`src/sv/atqa_pkg.sv`:
```
// shared types, constants and the task-to-channel map for the adc task queue averager
// no dependencies

package atqa_pkg;

	localparam int TASK_W        = 3;
	localparam int CHAN_W        = 2;
	localparam int RES_W         = 12;
	localparam int READY_W       = 6;
	localparam int TASK_KINDS    = 6;
	localparam int SAMPLE_FIELDS = 8;
	localparam int SMP_IDX_W     = $clog2(SAMPLE_FIELDS);

	localparam logic [TASK_W-1:0] EMPTY_CODE = 3'd7;

	typedef enum logic {
		CMD_QUEUE = 1'b0,
		CMD_DONE  = 1'b1
	} cmd_t;

	typedef enum logic [TASK_W-1:0] {
		TASK_BRIGHT_CTL  = 3'd0,
		TASK_BATT_CTL    = 3'd1,
		TASK_BRIGHT_DISP = 3'd2,
		TASK_BATT_DISP   = 3'd3,
		TASK_CPU_TEMP    = 3'd4,
		TASK_OUT_TEMP    = 3'd5
	} task_t;

	typedef enum logic [CHAN_W-1:0] {
		CHAN_BRIGHT   = 2'd0,
		CHAN_BATT     = 2'd1,
		CHAN_CPU_TEMP = 2'd2,
		CHAN_OUT_TEMP = 2'd3
	} chan_t;

	function automatic logic [CHAN_W-1:0] chan_of_task(input logic [TASK_W-1:0] code);
		logic [CHAN_W-1:0] ch;
		case (code)
			TASK_BRIGHT_CTL:  ch = CHAN_BRIGHT;
			TASK_BATT_CTL:    ch = CHAN_BATT;
			TASK_BRIGHT_DISP: ch = CHAN_BRIGHT;
			TASK_BATT_DISP:   ch = CHAN_BATT;
			TASK_CPU_TEMP:    ch = CHAN_CPU_TEMP;
			TASK_OUT_TEMP:    ch = CHAN_OUT_TEMP;
			default:          ch = CHAN_BRIGHT;
		endcase
		return ch;
	endfunction

endpackage

```
`src/sv/atqa_avg.sv`:
```
// sample averager: one shared adder accumulates the samples one per cycle, then
// (for a count that is not a power of two) a reciprocal multiply gives the quotient
// depends on atqa_pkg

module atqa_avg import atqa_pkg::*; #(
	parameter int SAMPLE_COUNT = 8,
	parameter int SAMPLE_BITS  = 12
) (
	input  logic                   clk,
	input  logic                   arst_n,
	input  logic                   start,
	input  logic [SAMPLE_BITS-1:0] smp_in [SAMPLE_FIELDS],
	output logic                   busy,
	output logic [RES_W-1:0]       mean
);

	localparam int SH      = $clog2(SAMPLE_COUNT);
	localparam int SUM_W   = SAMPLE_BITS + SH;
	localparam bit POW2    = (SAMPLE_COUNT & (SAMPLE_COUNT - 1)) == 0;
	localparam int CNT_MAX = (SAMPLE_FIELDS > SAMPLE_COUNT) ? SAMPLE_FIELDS : SAMPLE_COUNT;
	localparam int CNT_W   = $clog2(CNT_MAX + 1);
	localparam int MW      = (SUM_W > RES_W) ? SUM_W : RES_W;

	// floor(sum / count) as (sum * ceil(2^RCP_SH / count)) >> RCP_SH, exact for any sum
	localparam int RCP_SH  = SUM_W + SH;
	localparam int RCP_W   = SUM_W + 2;
	localparam int PROD_W  = SUM_W + RCP_W;
	localparam longint unsigned RCP =
		((64'd1 << RCP_SH) + 64'(SAMPLE_COUNT) - 64'd1) / 64'(SAMPLE_COUNT);
	localparam logic [RCP_W-1:0] RCP_C = RCP_W'(RCP);

	typedef enum logic [1:0] {
		A_IDLE,
		A_ACC,
		A_DIV
	} avg_state_t;

	avg_state_t             state_q;
	logic [SAMPLE_BITS-1:0] smp_q [SAMPLE_FIELDS];
	logic [SUM_W-1:0]       sum_q;
	logic [CNT_W-1:0]       cnt_q;
	logic [RES_W-1:0]       mean_q;

	logic [SAMPLE_BITS-1:0] sel;
	logic [SUM_W-1:0]       add_y;
	logic [SUM_W-1:0]       shr_sum;
	logic [PROD_W-1:0]      prod;
	logic [MW-1:0]          q_ext;
	logic [MW-1:0]          s_ext;

	// shared adder accumulates in A_ACC; the multiply divides in A_DIV
	always_comb begin
		sel = '0;
		if (cnt_q < CNT_W'(SAMPLE_FIELDS)) begin
			sel = smp_q[cnt_q[SMP_IDX_W-1:0]];
		end
		add_y   = sum_q + SUM_W'(sel);
		shr_sum = add_y >> SH;
		prod    = PROD_W'(sum_q) * PROD_W'(RCP_C);
		q_ext   = MW'(prod >> RCP_SH);
		s_ext   = MW'(shr_sum);
	end

	always_ff @(posedge clk or negedge arst_n) begin
		if (!arst_n) begin
			state_q <= A_IDLE;
			sum_q   <= '0;
			cnt_q   <= '0;
			mean_q  <= '0;
			for (int i = 0; i < SAMPLE_FIELDS; i++) begin
				smp_q[i] <= '0;
			end
		end else begin
			case (state_q)
				A_IDLE: begin
					if (start) begin
						smp_q   <= smp_in;
						// rounding offset goes in first, half rounds up
						sum_q   <= SUM_W'(SAMPLE_COUNT / 2);
						cnt_q   <= '0;
						state_q <= A_ACC;
					end
				end
				A_ACC: begin
					sum_q <= add_y;
					cnt_q <= cnt_q + 1'b1;
					if (cnt_q == CNT_W'(SAMPLE_COUNT - 1)) begin
						cnt_q <= '0;
						if (POW2) begin
							mean_q  <= s_ext[RES_W-1:0];
							state_q <= A_IDLE;
						end else begin
							state_q <= A_DIV;
						end
					end
				end
				A_DIV: begin
					mean_q  <= q_ext[RES_W-1:0];
					state_q <= A_IDLE;
				end
				default: state_q <= A_IDLE;
			endcase
		end
	end

	assign busy = (state_q != A_IDLE);
	assign mean = mean_q;

endmodule

```
`src/sv/adc_task_queue_averager.sv`:
```
// top level of the adc task queue averager: slot ring, head pointer, sticky ready bits,
// sequencer and output register; averaging runs in atqa_avg
// depends on atqa_pkg and atqa_avg
//
//  channel  | handshake           | payload
//  ---------+---------------------+------------------------------------------------
//  in       | in_valid / in_stall | command, task_req, sample_0 .. sample_7
//  out      | out_valid/out_stall | start_valid, start_channel, result_valid,
//           |                     | result_task, result_value, ready_flags,
//           |                     | request_dropped
//
// a request item passes from accept through S_SCAN, where the slot search reads one ring
// slot per cycle, and S_FIN into the output register; an ignored task code goes to S_FIN
// a conversion-done item goes through S_HEAD, S_NEXT and S_AVG, which waits for the shared
// adder taking one sample per cycle and, for a non-power-of-two count, the multiply
// in_stall is high from accept until the result moves into the output register, so the
// next item can be accepted in the cycle after that
// a waiting result in the output register does not block the next accept; the block only
// holds when a second result is ready while the first is still stalled
// reset empties all slots, zeroes the head pointer and the ready bits, and drops the output

module adc_task_queue_averager import atqa_pkg::*; #(
	parameter int SLOT_COUNT   = 4,
	parameter int SAMPLE_COUNT = 8,
	parameter int SAMPLE_BITS  = 12
) (
	input  logic                   clk,
	input  logic                   arst_n,

	input  logic                   in_valid,
	output logic                   in_stall,
	input  logic                   command,
	input  logic [TASK_W-1:0]      task_req,
	input  logic [SAMPLE_BITS-1:0] sample_0,
	input  logic [SAMPLE_BITS-1:0] sample_1,
	input  logic [SAMPLE_BITS-1:0] sample_2,
	input  logic [SAMPLE_BITS-1:0] sample_3,
	input  logic [SAMPLE_BITS-1:0] sample_4,
	input  logic [SAMPLE_BITS-1:0] sample_5,
	input  logic [SAMPLE_BITS-1:0] sample_6,
	input  logic [SAMPLE_BITS-1:0] sample_7,

	output logic                   out_valid,
	input  logic                   out_stall,
	output logic                   start_valid,
	output logic [CHAN_W-1:0]      start_channel,
	output logic                   result_valid,
	output logic [TASK_W-1:0]      result_task,
	output logic [RES_W-1:0]       result_value,
	output logic [READY_W-1:0]     ready_flags,
	output logic                   request_dropped
);

	localparam int PTR_W = $clog2(SLOT_COUNT);

	typedef enum logic [2:0] {
		S_IDLE,  // waiting for an item
		S_SCAN,  // request: walk the ring from the head for an empty slot
		S_HEAD,  // completion: retire the head task, advance the pointer
		S_NEXT,  // completion: start whatever waits in the new head slot
		S_AVG,   // completion: wait for the averager
		S_FIN    // hand the result to the output register
	} state_t;

	state_t              state_q;
	logic [TASK_W-1:0]   slots_q [SLOT_COUNT];
	logic [PTR_W-1:0]    head_q;
	logic [PTR_W-1:0]    ptr_q;
	logic [PTR_W-1:0]    scan_q;
	logic [READY_W-1:0]  ready_q;
	logic [TASK_W-1:0]   req_q;

	// staged result of the item at work
	logic                sv_q;
	logic [CHAN_W-1:0]   sc_q;
	logic                rv_q;
	logic [TASK_W-1:0]   rt_q;
	logic [RES_W-1:0]    val_q;
	logic                rd_q;

	// output register
	logic                out_valid_q;
	logic                out_sv_q;
	logic [CHAN_W-1:0]   out_sc_q;
	logic                out_rv_q;
	logic [TASK_W-1:0]   out_rt_q;
	logic [RES_W-1:0]    out_val_q;
	logic [READY_W-1:0]  out_ready_q;
	logic                out_rd_q;

	logic                accept;
	logic                out_take;
	logic                avg_start;
	logic                avg_busy;
	logic [RES_W-1:0]    avg_mean;
	logic [SAMPLE_BITS-1:0] smp_in [SAMPLE_FIELDS];
	logic [TASK_W-1:0]   slot_rd;
	logic                slot_full;
	logic [PTR_W-1:0]    ptr_nxt;

	assign in_stall  = (state_q != S_IDLE);
	assign accept    = in_valid && !in_stall;
	assign out_take  = out_valid_q && !out_stall;
	assign avg_start = accept && (command == CMD_DONE);

	assign smp_in[0] = sample_0;
	assign smp_in[1] = sample_1;
	assign smp_in[2] = sample_2;
	assign smp_in[3] = sample_3;
	assign smp_in[4] = sample_4;
	assign smp_in[5] = sample_5;
	assign smp_in[6] = sample_6;
	assign smp_in[7] = sample_7;

	// single read port on the ring, addressed by the walking pointer
	assign slot_rd   = slots_q[ptr_q];
	assign slot_full = (slot_rd < TASK_W'(TASK_KINDS));
	assign ptr_nxt   = (ptr_q == PTR_W'(SLOT_COUNT - 1)) ? '0 : ptr_q + 1'b1;

	atqa_avg #(
		.SAMPLE_COUNT (SAMPLE_COUNT),
		.SAMPLE_BITS  (SAMPLE_BITS)
	) u_avg (
		.clk    (clk),
		.arst_n (arst_n),
		.start  (avg_start),
		.smp_in (smp_in),
		.busy   (avg_busy),
		.mean   (avg_mean)
	);

	always_ff @(posedge clk or negedge arst_n) begin
		if (!arst_n) begin
			state_q     <= S_IDLE;
			head_q      <= '0;
			ptr_q       <= '0;
			scan_q      <= '0;
			ready_q     <= '0;
			req_q       <= '0;
			sv_q        <= 1'b0;
			sc_q        <= '0;
			rv_q        <= 1'b0;
			rt_q        <= '0;
			val_q       <= '0;
			rd_q        <= 1'b0;
			out_valid_q <= 1'b0;
			out_sv_q    <= 1'b0;
			out_sc_q    <= '0;
			out_rv_q    <= 1'b0;
			out_rt_q    <= '0;
			out_val_q   <= '0;
			out_ready_q <= '0;
			out_rd_q    <= 1'b0;
			for (int i = 0; i < SLOT_COUNT; i++) begin
				slots_q[i] <= EMPTY_CODE;
			end
		end else begin
			// in S_FIN a taken output is refilled there instead
			if (out_take && state_q != S_FIN) begin
				out_valid_q <= 1'b0;
			end

			case (state_q)
				S_IDLE: begin
					if (accept) begin
						req_q  <= task_req;
						ptr_q  <= head_q;
						scan_q <= '0;
						sv_q   <= 1'b0;
						sc_q   <= '0;
						rv_q   <= 1'b0;
						rt_q   <= '0;
						val_q  <= '0;
						rd_q   <= 1'b0;
						if (command == CMD_DONE) begin
							state_q <= S_HEAD;
						end else if (task_req < TASK_W'(TASK_KINDS)) begin
							state_q <= S_SCAN;
						end else begin
							// unknown task code: ignored, empty result
							state_q <= S_FIN;
						end
					end
				end
				S_SCAN: begin
					if (!slot_full) begin
						slots_q[ptr_q] <= req_q;
						// only a task landing in the head slot starts right away
						if (scan_q == '0) begin
							sv_q <= 1'b1;
							sc_q <= chan_of_task(req_q);
						end
						state_q <= S_FIN;
					end else if (scan_q == PTR_W'(SLOT_COUNT - 1)) begin
						rd_q    <= 1'b1;
						state_q <= S_FIN;
					end else begin
						ptr_q  <= ptr_nxt;
						scan_q <= scan_q + 1'b1;
					end
				end
				S_HEAD: begin
					if (slot_full) begin
						ready_q <= ready_q | (READY_W'(1) << slot_rd);
						rv_q    <= 1'b1;
						rt_q    <= slot_rd;
					end
					// pointer advances even when the head was empty
					slots_q[ptr_q] <= EMPTY_CODE;
					ptr_q          <= ptr_nxt;
					head_q         <= ptr_nxt;
					state_q        <= S_NEXT;
				end
				S_NEXT: begin
					if (slot_full) begin
						sv_q <= 1'b1;
						sc_q <= chan_of_task(slot_rd);
					end
					state_q <= S_AVG;
				end
				S_AVG: begin
					if (!avg_busy) begin
						val_q   <= rv_q ? avg_mean : '0;
						state_q <= S_FIN;
					end
				end
				S_FIN: begin
					if (!out_valid_q || !out_stall) begin
						out_valid_q <= 1'b1;
						out_sv_q    <= sv_q;
						out_sc_q    <= sc_q;
						out_rv_q    <= rv_q;
						out_rt_q    <= rt_q;
						out_val_q   <= val_q;
						out_ready_q <= ready_q;
						out_rd_q    <= rd_q;
						state_q     <= S_IDLE;
					end
				end
				default: state_q <= S_IDLE;
			endcase
		end
	end

	assign out_valid       = out_valid_q;
	assign start_valid     = out_sv_q;
	assign start_channel   = out_sc_q;
	assign result_valid    = out_rv_q;
	assign result_task     = out_rt_q;
	assign result_value    = out_val_q;
	assign ready_flags     = out_ready_q;
	assign request_dropped = out_rd_q;

	// sticky ready bits never clear
	a_ready_sticky: assert property (@(posedge clk) disable iff (!arst_n)
		1'b1 |=> ((ready_q & $past(ready_q)) == $past(ready_q)))
		else $error("ready bit cleared");

	// the head pointer moves only when a completion retires the head slot
	a_head_moves: assert property (@(posedge clk) disable iff (!arst_n)
		state_q != S_HEAD |=> head_q == $past(head_q))
		else $error("head pointer moved outside retire step");

	// a dropped request neither starts a conversion nor carries a result
	a_drop_alone: assert property (@(posedge clk) disable iff (!arst_n)
		out_valid_q && out_rd_q |-> !out_sv_q && !out_rv_q)
		else $error("dropped request with start or result");

	// a delivered result has its task's ready bit set in the same item
	a_result_ready: assert property (@(posedge clk) disable iff (!arst_n)
		out_valid_q && out_rv_q |-> ((out_ready_q >> out_rt_q) & READY_W'(1)) != '0)
		else $error("result without ready bit");

	// unused result fields read as zero
	a_fields_zero: assert property (@(posedge clk) disable iff (!arst_n)
		out_valid_q && !out_rv_q |-> out_rt_q == '0 && out_val_q == '0)
		else $error("result fields not cleared");

endmodule
```
`config.mk`:
```
export PLATFORM = sky130hd
export DESIGN_NAME = adc_task_queue_averager
export DESIGN_NICKNAME = d
export VERILOG_FILES = /design/src/sv/atqa_pkg.sv /design/src/sv/atqa_avg.sv /design/src/sv/adc_task_queue_averager.sv
export SDC_FILE = /design/constraint.sdc
export NUM_CORES = 1
export LEC_CHECK = 0
export ABC_AREA = 1
export BUFFER_PORTS_ARGS = -buffer_cell sky130_fd_sc_hd__buf_2
export CAP_MARGIN = 25
export CORE_UTILIZATION = 55
export DETAILED_ROUTE_END_ITERATION = 6
export GPL_ROUTABILITY_DRIVEN = 0
export PLACE_DENSITY_LB_ADDON = 0.2
export SLEW_MARGIN = 15
export SYNTH_ARGS = -nofsm -noshare
export SYNTH_HDL_FRONTEND = slang
export SYNTH_HIERARCHICAL = 1
export SYNTH_SLANG_ARGS = --single-unit
```
`constraint.sdc`:
```
create_clock -name clk -period 3.5 [get_ports clk]
set_clock_uncertainty 0.2 [all_clocks]
set_input_delay 0.35 -clock clk [delete_from_list [all_inputs] [get_ports clk]]
set_output_delay 0.35 -clock clk [all_outputs]
set_load 0.02 [all_outputs]
```
=== Word-level counts from Yosys, hierarchy flattened ===
Cells that the tools add are included.
Widths: inputs -> output; s select.

* Register bits: 206
* Input port bits: 104
* Output and inout port bits: 28

* $add $sub $neg: 4
* Magnitude comparators: 6
* Equal/unequal tests: 32
* Shift-type cells: 1
* Multiplexer cells: 64
* Bitwise operators: 4
* Reductions and logical operators: 39

{| class="wikitable"
|+ Operators by type and width
! cell !! count
|-
| $mux 12 || 8
|-
| $pmux 12 s2 || 3
|-
| $bmux 12 s3 || 1
|-
| $mux 3 || 12
|-
| $pmux 15 s2 || 1
|-
| $mux 2 || 12
|-
| $pmux 2 s3 || 4
|-
| $ne 2x2->1 const B || 11
|-
| $eq 3x3->1 const B || 6
|-
| $pmux 3 s6 || 1
|-
| $reduce_and 2->1 || 8
|-
| $reduce_and 4->1 || 4
|-
| $add 15x12->15 || 1
|-
| $mux 15 || 1
|-
| $reduce_bool 2->1 || 7
|-
| $bwmux 12 || 1
|-
| $eq 3x2->1 const B || 4
|-
| $or 12x12->12 || 1
|-
| $eq 3x1->1 const B || 3
|-
| $mux 1 || 9
|-
| $reduce_bool 3->1 || 3
|-
| $mux 4 || 2
|-
| $pmux 2 s2 || 2
|-
| $pmux 4 s2 || 1
|-
| 29 further kinds || 44
|}

=== Longest topological paths before layout ===
* Word-level depth: 9
* Gate-level depth with buffers: 19
* Gate-level depth less buffers: 16

=== Hierarchy ===
The synthesis kept the hierarchy.

{| class="wikitable"
|+ Modules (own cells, without submodules)
! module !! instances !! cells each !! area an instance (um^2) !! sequential area each (um^2)
|-
| atqa_avg || 1 || 674 || 6543.8 || 3203.1
|-
| adc_task_queue_averager || 1 || 395 || 3567.2 || 1941.9
|}

=== Worst setup path before layout ===
Ideal clock, no wire load.

* Path type: register -> register
* Start point: reg u_avg.cnt_q[0]
* End point: reg u_avg.mean_q[5], in the netlist u_avg/mean[5]
* Library setup time: 117 ps
* Data arrival time: 2412 ps
* Path slack: 770 ps
* Cell stages (with the launch flop): 18
* Period minus slack after synthesis: 2730 ps
* Path through: dfrtp_1 > buf_4 > inv_2 > buf_4 > buf_6 > nor2_1 > o22ai_1 > o21ai_0 > nor2_1 > ha_1 > inv_1 > fa_1 > o21ai_0 > nand2_1 > nand3_1 > nand2_1 > nand3_1 > nand2_1

* Longest elaborated chain between the ends: 8
* Elaborated cells between the ends (all ways): 12
* Classes of those cells: add/sub: 1; order compare: 1; eq/ne: 2; mux: 6; bitwise: 1; reduce/logical: 1

{| class="wikitable"
|+ Ends and longest elaborated chain
! element !! RTL line !! source
|-
| start, declared || atqa_avg.sv:41 || <nowiki>logic [CNT_W-1:0] cnt_q;</nowiki>
|-
| start signal, assigned || atqa_avg.sv:86 || <nowiki>cnt_q <= cnt_q + 1'b1;</nowiki>
|-
| $not 3->4 (implied by the code) || atqa_avg.sv:55 || <nowiki>sel = smp_q[cnt_q[SMP_IDX_W-1:0]];</nowiki>
|-
| $bmux 12 s3 || atqa_avg.sv:55 ||
|-
| $mux 12 (implied by the code) (2 in a row) || atqa_avg.sv:55 ||
|-
| $mux 12 || atqa_avg.sv:54 || <nowiki>if (cnt_q < CNT_W'(SAMPLE_FIELDS)) begin</nowiki>
|-
| $add 15x12->15 || atqa_avg.sv:57 || <nowiki>add_y = sum_q + SUM_W'(sel);</nowiki>
|-
| $mux 12 || atqa_avg.sv:87 || <nowiki>if (cnt_q == CNT_W'(SAMPLE_COUNT - 1)) begin</nowiki>
|-
| $pmux 12 s2 || atqa_avg.sv:74 || <nowiki>case (state_q)</nowiki>
|-
| end signal, assigned || atqa_avg.sv:90 || <nowiki>mean_q <= s_ext[RES_W-1:0];</nowiki>
|-
| end signal, assigned || atqa_avg.sv:98 || <nowiki>mean_q <= q_ext[RES_W-1:0];</nowiki>
|-
| end, declared || atqa_avg.sv:42 || <nowiki>logic [RES_W-1:0] mean_q;</nowiki>
|}

Several ways; a longest one is shown, not always the timed one. The select of a mux whose other input is x is not followed.
A chain may end at the register's enable or synchronous reset.

=== Worst setup path after layout ===
* Start point: reg u_avg.cnt_q[0]
* End point: reg u_avg.mean_q[9], in the netlist u_avg/mean[9]

Same word-level chain as after synthesis.

==> run summary <==
## Synthesis
• synthesized area divided by synthesized cell count: 9.458 µm²
• synth warn: 6
• Synth area leader: sky130_fd_sc_hd__dfrtp_1
• Synthesized Nets: 1,193
• Yosys reg bits: 205
• top-area cell type share of the netlist area: 0.4777
• sequential element share of the synthesized area: 0.5088
• cell area after synthesis: 10,110 µm²
• Unique masters post-synth: 46
• top cells by area, synth: sky130_fd_sc_hd__dfrtp_1 (48%), sky130_fd_sc_hd__mux2_2 (8.7%), sky130_fd_sc_hd__nand2_1 (7.9%), sky130_fd_sc_hd__o21ai_0 (4.5%), sky130_fd_sc_hd__inv_1 (3.7%)
• asr flop ratio synth: 1.000
• Post-synth EDFFs: 0
• Gate Count Post-Synth: 1,069
• top flip-flop cell by instance count after synthesis: sky130_fd_sc_hd__dfrtp_1

## Route
• detail-routed via count per cell: 5.264
• sum of routed wire length over all layers: 24.33 mm
• total via count after detailed routing: 8,138
• DRT Pass-1 Iters: 5
• routed len/inst: 15.74 µm
• DR iter-0 viols: 441
• Remaining DRCs: 0
• count of antenna-violating nets left after detailed routing: 0

## Worst setup path
• CP endpoint kind: flip-flop
• category of the worst setup path launch point: flip-flop
• required arrival time at the worst endpoint: 3.68 ns
• largest stage delay on the critical path: 0.42 ns
• highest fanout seen on the critical path: 17
• cells along the critical path: inv_2 > buf_4 > o21ai_0 > o22ai_1 > nor2_1 > nor2_1 > ha_1 > inv_1 > fa_1 > o21ai_0 > nand2_1 > nand3_1 > nand2_1 > nand3_1 > nand2_1
• data arrival time at the worst-slack endpoint: 3.28 ns
• most frequent CP cell: sky130_fd_sc_hd__nand2_1
• Crit Path Category: reg -> reg
• critical path's slowest cell: sky130_fd_sc_hd__fa_1

## Clocking
• TritonCTS buffer count: 22
• number of cells upsized or downsized after cts: 0
• # clock sinks: 205
• Max clock buf depth: 3
• clock root buffer: sky130_fd_sc_hd__clkbuf_16
• insertion delay to the later sink of the worst-skew pair: 0.51 ns
• TritonCTS clock tree: done
• number of post-CTS setup repair buffers: 0
• clock transition at the registers of the reported paths: 0.06 ns
• number of H-tree levels: 1

## GRT
• GRT Overall Usage: 0.2702
• initial antenna violation count: 0
• wire length of the first global-routing pass: 39.56 mm
• leftover overflow at the end of global routing: 0
• number of global-route vias before repair: 8,034
• maximum number of pins on one net before global-route repair: 94

## Final layout
• ratio of cells with drive above 1 in the final layout: 0.2582
• Diodes inserted: 0
• Layout fillers: 1,322
• area growth from synthesis to layout: 26.05%
• Final #Nets: 1,425

## Status
• result of the run: finished, final reports clean

## Timing
• max-slew violation count: 0
• setup repair after global routing missed its margin: no
• period utilization: 0.8851
• worst hold slack: 0.02248 ns
• setup_tns: 0 ns
• Fmax: 0.3228 GHz
• slew of the pin with the lowest slew margin: 0.7919 ns
• number of failing setup endpoints in the final timing report: 0
• shortest period the worst path allows: 3.098 ns
• remaining max-slew budget at the tightest pin: 0.4721
• number of hold-slack violations in the final timing report: 0

## Job
• number of violations of the max-capacitance limit: 0

## Floorplan
• top-level I/O count: 132
• DIE AREA: 18,930 µm²
• Die Width: 137.6 µm
• vertical extent of the die: 137.6 µm
• placement row count: 49
• total core area: 17,960 µm²
• effective utilization at floorplan: 0.5629

## Placed design
• detailed-placement wirelength estimate: 15.37 mm
• port bufs: 131

## Hold path
• path category of the worst min-delay check: in -> reg

## Pwr
• leakage power total: 0.006356 µW
• power density over cell area: 974.3 nW/µm²
• maximum vdd ir drop: 599.1 µV

## metrics by stage
stage | instance area [µm²] | total power (µW) | utilization | worst slack, ns | std cells
detailed placement | 10930 | 9764 | 0.6086 | 0.4354 | 1403
finish | 12740 | 12420 | 0.7095 | 0.4021 | 1546
global placement | 10930 | 9583 | 0.6086 | 0.5010 | 1403
global route | 12740 | 13420 | 0.7095 | 0.03300 | 1546
CTS | 12740 | 12380 | 0.7091 | 0.4243 | 1545
floorplan | 10110 | 8378 | - | 0.7701 | 1069
## path summary, 6_finish.rpt
| check | start | end | slack (ns) | cells after the start |
|---|---|---|---|---|
| min reg2reg | ready_q[1] | ready_q[1] | 0.25 | 2 |
| max | u_avg/cnt_q[0] | u_avg/mean[9] | 0.40 | 15 |
| max in group asynchronous | arst_n | u_avg/smp_q[9] | 1.98 | 3 |
| max reg2reg | u_avg/cnt_q[0] | u_avg/mean[9] | 0.40 | 15 |
| min | in_valid | req_q[0] | 0.02 | 4 |
| min in group asynchronous | arst_n | ready_flags[5] | 0.28 | 2 |
## registers in the layout, summed over array words and instances, names as in the netlist, 2 cells and up
register       cells
u_avg/sum_q       15
u_avg/smp_q       96
ready_flags        6
scan_q             2
ptr_q              2
sc_q               2
val_q             12
ready_q            6
rt_q               3
result_value      12
req_q              3
u_avg/cnt_q        4
head_q             2
u_avg/mean        12
result_task        3
start_channel      2
state_q            3
slots_q           12
## metal layers
metal,track usage,wire [µm],vias up
li1,-,-,3989
met1,0.3546,10470,3817
met2,0.4531,11820,268
met3,0.04194,1264,64
met4,0.09707,778,0
met5,0,0,-
## cell usage in the layout (no fill, tap or decap), drive strengths merged, types with 5 or more instances in the layout
cell type,Yosys,final
o22ai,27,27
nand2,226,226
ha,19,19
mux2,99,99
dlygate4sd3,0,102
a21oi,18,18
inv,112,112
clkbuf,13,32
nand3,67,67
nor3,12,12
o21ai,117,117
dfstp,12,12
nor2,97,97
dfrtp,193,193
buf,31,149
clkinv,1,5
## kinds of logic (layout without fill, tap and decap cells)
logic type      count (synthesis)  in the layout  share of synthesized area
fa+ha+maj                      20             20                    0.02549
xor+xnor                        5              5                   0.004331
simple gates                  411            411                     0.1762
flops                         205            205                     0.5088
compound gates                172            172                    0.09541
buf+inv                       157            405                    0.07276
mux                            99             99                     0.1169
## worst max-delay path: cells and delay by family (launching register included)
kind | cells | cell delay (ns)
buffers and inverters | 3 | 0.54
AOI/OAI and AO/OA | 3 | 0.64
adders and majority gates | 2 | 0.61
DFF | 1 | 0.39
and+or+nand+nor | 7 | 0.59
## synthesized netlist by cell type, types with 2 or more instances
| cell type | instances |
|---|---|
| sky130_fd_sc_hd__o22ai_1 | 27 |
| sky130_fd_sc_hd__o21ai_1 | 18 |
| sky130_fd_sc_hd__and2_1 | 2 |
| sky130_fd_sc_hd__mux2_1 | 3 |
| sky130_fd_sc_hd__o211ai_1 | 3 |
| sky130_fd_sc_hd__clkbuf_1 | 12 |
| sky130_fd_sc_hd__nor2_2 | 2 |
| sky130_fd_sc_hd__ha_1 | 19 |
| sky130_fd_sc_hd__o21ai_0 | 90 |
| sky130_fd_sc_hd__xor2_1 | 4 |
| sky130_fd_sc_hd__buf_2 | 9 |
| sky130_fd_sc_hd__nand2_2 | 10 |
| sky130_fd_sc_hd__mux2_2 | 78 |
| sky130_fd_sc_hd__a21oi_1 | 18 |
| sky130_fd_sc_hd__nand3_1 | 58 |
| sky130_fd_sc_hd__dfstp_2 | 12 |
| sky130_fd_sc_hd__nand3_2 | 8 |
| sky130_fd_sc_hd__buf_6 | 8 |
| sky130_fd_sc_hd__nand4_1 | 3 |
| sky130_fd_sc_hd__inv_1 | 101 |
| sky130_fd_sc_hd__nand2_1 | 214 |
| sky130_fd_sc_hd__nor3_1 | 12 |
| sky130_fd_sc_hd__nor2_1 | 94 |
| sky130_fd_sc_hd__nand2_4 | 2 |
| sky130_fd_sc_hd__a22o_1 | 2 |
| sky130_fd_sc_hd__inv_2 | 10 |
| sky130_fd_sc_hd__nand3b_1 | 2 |
| sky130_fd_sc_hd__mux2_4 | 18 |
| sky130_fd_sc_hd__buf_4 | 11 |
| sky130_fd_sc_hd__dfrtp_1 | 193 |
| sky130_fd_sc_hd__buf_8 | 2 |
| sky130_fd_sc_hd__a31oi_1 | 3 |
| sky130_fd_sc_hd__o21ai_2 | 8 |
## final cells by class
type	count	area, µm²	area share
Sequential cell	205	5145	0.4037
Tap cell	229	286.5	0.02248
Clock inverter	9	147.6	0.01158
Inverter	113	434.2	0.03407
Multi-Input combinational cell	707	4230	0.3319
Clock buffer	31	635.6	0.04987
Timing Repair Buffer	252	1866	0.1464
## report_power, final
| group | switching, µW | leakage, µW | internal, µW |
|---|---|---|---|
| Combinational | 3500 | 0.00341 | 2280 |
| Clock | 932 | 0.000383 | 1560 |
| Sequential | 680 | 0.00256 | 3470 |
## timing repair
action	4_1_cts	5_1_grt
hold buffers	102	0
setup endpoints to repair	0	0
endpoints found under the hold margin	179	0
Power figures use the tool's default switching activity.
